--- config.mk ---
export PLATFORM = sky130hd
export DESIGN_NAME = pidl_cell
export DESIGN_NICKNAME = d
export VERILOG_FILES = /design/src/rtl/core/pidl_pkg.sv /design/src/rtl/core/pidl_cell.sv
export SDC_FILE = /design/constraint.sdc
export NUM_CORES = 1
export LEC_CHECK = 0
export ABC_AREA = 1
export ABC_CLOCK_PERIOD_IN_PS = 5400
export BUFFER_PORTS_ARGS = -buffer_cell sky130_fd_sc_hd__buf_2
export CAP_MARGIN = 40
export CORE_ASPECT_RATIO = 0.75
export CORE_UTILIZATION = 35
export DETAILED_ROUTE_END_ITERATION = 10
export PLACE_DENSITY = 0.72
export SETUP_SLACK_MARGIN = 0.4
export SKIP_LAST_GASP = 1
export SLEW_MARGIN = 40
export SYNTH_ARGS = -nofsm -noshare
export SYNTH_HDL_FRONTEND = slang
export SYNTH_SLANG_ARGS = --single-unit
export TNS_END_PERCENT = 10
--- constraint.sdc ---
create_clock -name clk -period 5.4 [get_ports clk]
set_input_delay 0 -clock clk [delete_from_list [all_inputs] [get_ports clk]]
set_output_delay 0 -clock clk [all_outputs]
set_load 0.05 [all_outputs]
--- src/rtl/core/pidl_pkg.sv ---
// ----------------------------------------------------------------------------
// pidl_pkg
// Types and codes shared by the positional insert/delete list and its cells.
// ----------------------------------------------------------------------------
package pidl_pkg;

  localparam int FUNC_W  = 2;
  localparam int POS_W   = 6;
  localparam int VALUE_W = 32;
  localparam int COUNT_W = 6;

  typedef enum logic [FUNC_W-1:0] {
    FN_INS  = 2'd0,
    FN_DEL  = 2'd1,
    FN_MOD  = 2'd2,
    FN_DUMP = 2'd3
  } func_t;

  typedef enum logic [1:0] {
    ST_OK    = 2'd0,
    ST_RANGE = 2'd1,
    ST_FULL  = 2'd2,
    ST_EMPTY = 2'd3
  } status_t;

  // what every cell does to its entry
  typedef enum logic [2:0] {
    CELL_HOLD = 3'd0,
    CELL_INS  = 3'd1,
    CELL_DEL  = 3'd2,
    CELL_MOD  = 3'd3,
    CELL_ROT  = 3'd4
  } cell_op_t;

  typedef struct packed {
    func_t                     func;
    logic [POS_W-1:0]          position;
    logic signed [VALUE_W-1:0] value;
  } cmd_t;

  typedef struct packed {
    status_t                   status;
    logic [POS_W-1:0]          item_index;
    logic signed [VALUE_W-1:0] item_value;
    logic                      last;
    logic [COUNT_W-1:0]        count;
  } rsp_t;

  // broadcast to the whole chain; indexes are 0-based
  typedef struct packed {
    cell_op_t                  op;
    logic [POS_W-1:0]          idx;   // target entry
    logic [POS_W-1:0]          tail;  // last valid entry
    logic signed [VALUE_W-1:0] value;
    logic signed [VALUE_W-1:0] head;  // entry 0, wraps to the tail on rotate
  } cell_ctrl_t;

endpackage

--- src/rtl/core/pidl_cell.sv ---
// ----------------------------------------------------------------------------
// pidl_cell
// One list entry. Loads, shifts from a neighbor or holds, as the chain
// control says.
// ----------------------------------------------------------------------------
module pidl_cell #(
  parameter int INDEX = 0
) (
  input  logic                                clk,
  input  pidl_pkg::cell_ctrl_t                ctrl,
  input  logic signed [pidl_pkg::VALUE_W-1:0] left,
  input  logic signed [pidl_pkg::VALUE_W-1:0] right,
  output logic signed [pidl_pkg::VALUE_W-1:0] data
);

  localparam logic [pidl_pkg::POS_W-1:0] MY_IDX = pidl_pkg::POS_W'(INDEX);

  logic signed [pidl_pkg::VALUE_W-1:0] data_next;

  always_comb begin
    data_next = data;
    case (ctrl.op)
      pidl_pkg::CELL_INS: begin
        if (MY_IDX > ctrl.idx) begin
          data_next = left;
        end else if (MY_IDX == ctrl.idx) begin
          data_next = ctrl.value;
        end
      end
      pidl_pkg::CELL_DEL: begin
        if (MY_IDX >= ctrl.idx) begin
          data_next = right;
        end
      end
      pidl_pkg::CELL_MOD: begin
        if (MY_IDX == ctrl.idx) begin
          data_next = ctrl.value;
        end
      end
      pidl_pkg::CELL_ROT: begin
        if (MY_IDX == ctrl.tail) begin
          data_next = ctrl.head;
        end else if (MY_IDX < ctrl.tail) begin
          data_next = right;
        end
      end
      default: data_next = data;
    endcase
  end

  always_ff @(posedge clk) begin
    data <= data_next;
  end

endmodule

* Word level (Yosys, flattened, before mapping) *
Cells that the tools add are included.

operators by class
  magnitude comparators = 3
  equality and inequality tests = 6
  mux-type cells = 6
  reductions and logical operators = 4

operators by type and width
  kind                                                                            number
  32-bit two-way mux                                                              5
  32-bit one-hot mux with 4 select lines                                          1
  6-bit zero test                                                                 2
  3-bit by 2-bit == test with 1-bit output, second input constant                 2
  1-bit by 6-bit >= comparator with 1-bit output, first input constant            1
  1-bit by 6-bit greater-than comparator with 1-bit output, first input constant  1
  1-bit by 6-bit < comparator with 1-bit output, first input constant             1
  4-bit nonzero test                                                              1
  3-bit by 1-bit == test with 1-bit output, second input constant                 1
  3-bit == test, second input constant                                            1
  3-bit != test, second input constant                                            1
  3-bit AND reduction                                                             1
  2-bit != test, second input constant                                            1

word-level totals
  register bits = 32
  word-level logic and storage cells = 20

* Logic depth before layout (Yosys ltp) *
  depth in word-level cells = 4
  depth in mapped cells = 7
  depth with buffers taken out = 6

* Worst setup path after synthesis *
Ideal clock, no wire load.

  path kind = input -> register
  start point = in ctrl[70] (netlist name)
  end point = reg data[0] (netlist name) (enable)
  library setup time = 0.436 ns
  data arrival time = 2.188 ns
  required time = 4.964 ns
  path slack = 2.776 ns
  stages on the path = 4
  path buffers = 1
  path through = nor2_2 -> nand3_2 -> buf_2 -> o221ai_1

on the way
  word-level cells in the longest chain between the ends = 3

ends and longest elaborated chain
  item                                            RTL line         source
  start: declaration                              pidl_cell.sv:10  input pidl_pkg::cell_ctrl_t ctrl,
  1-bit by 6-bit >= comparator with 1-bit output  pidl_cell.sv:31  if (MY_IDX >= ctrl.idx) begin
  2-bit != test (no source line)                  --
  3-bit AND reduction (no source line)            --
  end signal: assignment                          pidl_cell.sv:52  data <= data_next;
  end: declaration                                pidl_cell.sv:13  output logic signed [pidl_pkg::VALUE_W-1:0] data

No other way between the ends.
A chain may end at the register's enable or synchronous reset.

* Final worst setup path *
  start point = in ctrl[70] (netlist name)
  end point = reg data[3] (netlist name) (enable)

The elaborated chain is that of the path after synthesis.

==> metrics.cfg <==
[layout]
reg_top3=data x32
final_nets=615
fin_area_um2=3220
fillers=654
drive_above_1_share_pct=35.0
syn_to_final_growth_pct=38.5
n_antenna_cell=0
largest_register_ffs=32
regMostFlops=data
final_util_pct=50.7

[synthesis]
synth-seq-area-share_pct=41.3
yosys-top-cells-count=101 x nand2_1, 66 x inv_1, 66 x nand3_1, 32 x edfxtp_1, 32 x nand4_1
synth_warnings=0
syn_avg_cell_area_um2=7.03
synth-main-ff-cell=edfxtp_1
synth-edff-count=32
synth_largest_area_cell=edfxtp_1
synth-seq-cells=32
yosysTopAreaCellShare_pct=41.3
syn_nets=475
ys_types=15
syn_area_um2=2330
synthArstFlopShare_pct=0
synth_area_leaders=edfxtp_1 41%, nand2_1 16%, nand3_1 14%
synthCells=331
yosysMostFrequentCell=nand2_1

[routing]
routed_wl_mm=6.76
drtAntennaViolNets=0
vias=2650
via_per_inst=4.82
dr.pass1.iters=4
drc=0
wl_per_cell_um=12.3
drt_iter0_markers=123

[global_routing]
grt_pass1_vias=2374
grt_pass1_wl_mm=10.5
overflow=0
grtUsageTotal_pct=19.4
antenna_found_initial=0
grt_max_degree=34

[sta]
setup_viol=0
finalCritPeriodShare_pct=39.7
rsz0062_at_grt=no
drv_slew=0
tns_ns=0
slew_headroom_pct=48.1
finClkSkew_ns=0
worst_pin_slew_ns=0.777
fmax_mhz=467
finalCriticalPeriod_ns=2.14
finalHoldViolCount=0
setup_ws_ns=3.26

[critical_path]
r2r_cells=4
endpoint_kind=register
crit_arrival_ns=2.12
crit_type=in2reg
r2r-end=data[12]
worstReg2RegStart=data[12]
path_max_fanout=33
worstPathRequired_ns=5.38
r2r_slack_ns=4.40
critPathLaunchType=input pin

[clocking]
htree_levels=2
tritoncts=built
insertion_delay_ns=0.27
numCtsBuffers=5
root_buffer=clkbuf_8
clk_path_buf_depth=2
ctsResizeCount=0
cts_hold_buf=6
clk_pin_slew_ns=0.06
clock-sinks=32
cts_setup_buffers=0

[hold_path]
hold_class=in2reg
holdPathStages=3
min_from=right[28]
hold_end=data[28]

[place]
placed_area_um2=3090
preCtsSetupSlack_ns=2.94
globalplace.congestion=0.705
hpwl_mm=4.79
port_buffers=143

[floorplan]
die_area_um2=6980
die_x_um=96.1
core-area_um2=6350
fp-row-count=25
ios=176
die_y_um=72.6
start_util_pct=36.6

[power_and_ir_drop]
ir_worst_vdd_mv=0.118
leakagePower_nw=1.75
p_per_area_nw_per_um2=217
power_uw=699

[flow_run]
drv_cap=0

[status]
status=finished, final reports clean

==> layout make-up <==
type / instances / area (um^2) / area share, %
clock buffers: 5 / 68.8 / 2.14
multi-input cells: 210 / 1010 / 31.2
well taps: 81 / 101 / 3.15
inverters: 68 / 255 / 7.93
repair buffers: 154 / 828 / 25.7
flip-flops and latches: 32 / 961 / 29.8
==> worst max-delay path: stages <==
cell and delay, ns:
buf_2 0.10, nor2_2 0.09, buf_4 0.35, nand3_2 0.66, o221ai_4 0.67, buf_8 0.22
==> cells in the final DEF (no fill, tap or decap), types with 3 or more instances in the layout <==
cell           count
edfxtp_1          32
nor2_2             3
clkbuf_8           5
inv_1             66
nor2_1             3
nand2_1          100
buf_4              3
nand3_1           66
nand4_1           32
dlygate4sd3_1      6
buf_2            143
==> per-layer routing <==
metal  track usage [%]  vias up  routed length [um]
li1                  -     1350                   -
met1              23.0     1181                2930
met2              35.3      115                3250
met3              4.58        4                 544
met4              4.81        0                  36
met5                 0        -                   0
==> where the power goes <==
group	switching [mW]	internal [mW]
Sequential	0.00950	0.303
Clock	0.0763	0.0829
Combinational	0.151	0.0767
Total	0.237	0.462
==> kinds of logic after synthesis <==
logic type,synth area share (%)
AND/OR/NAND/NOR,42.0
buffers and inverters,16.3
flip-flops,41.3
AO/OA/AOI/OAI,0.377
==> how the worst max path moves through the flow <==
stage / end / depth (start not counted) / from
floorplan: data[0] / 4 / ctrl[70]
global placement: data[21] / 5 / ctrl[70]
detailed placement: data[3] / 6 / ctrl[70]
CTS: data[5] / 6 / ctrl[70]
global route: data[31] / 6 / ctrl[70]
finish: data[3] / 6 / ctrl[70]
==> metrics by stage <==
step / std cells / hold WS, ns
2_1_floorplan: 331 / 0.190
3_3_place_gp: 537 / 0.277
3_5_place_dp: 539 / 0.279
4_1_cts: 550 / 0.000310
5_1_grt: 550 / 0.00733
6_report: 550 / 0.00557
(Power assumes the default switching activity.)
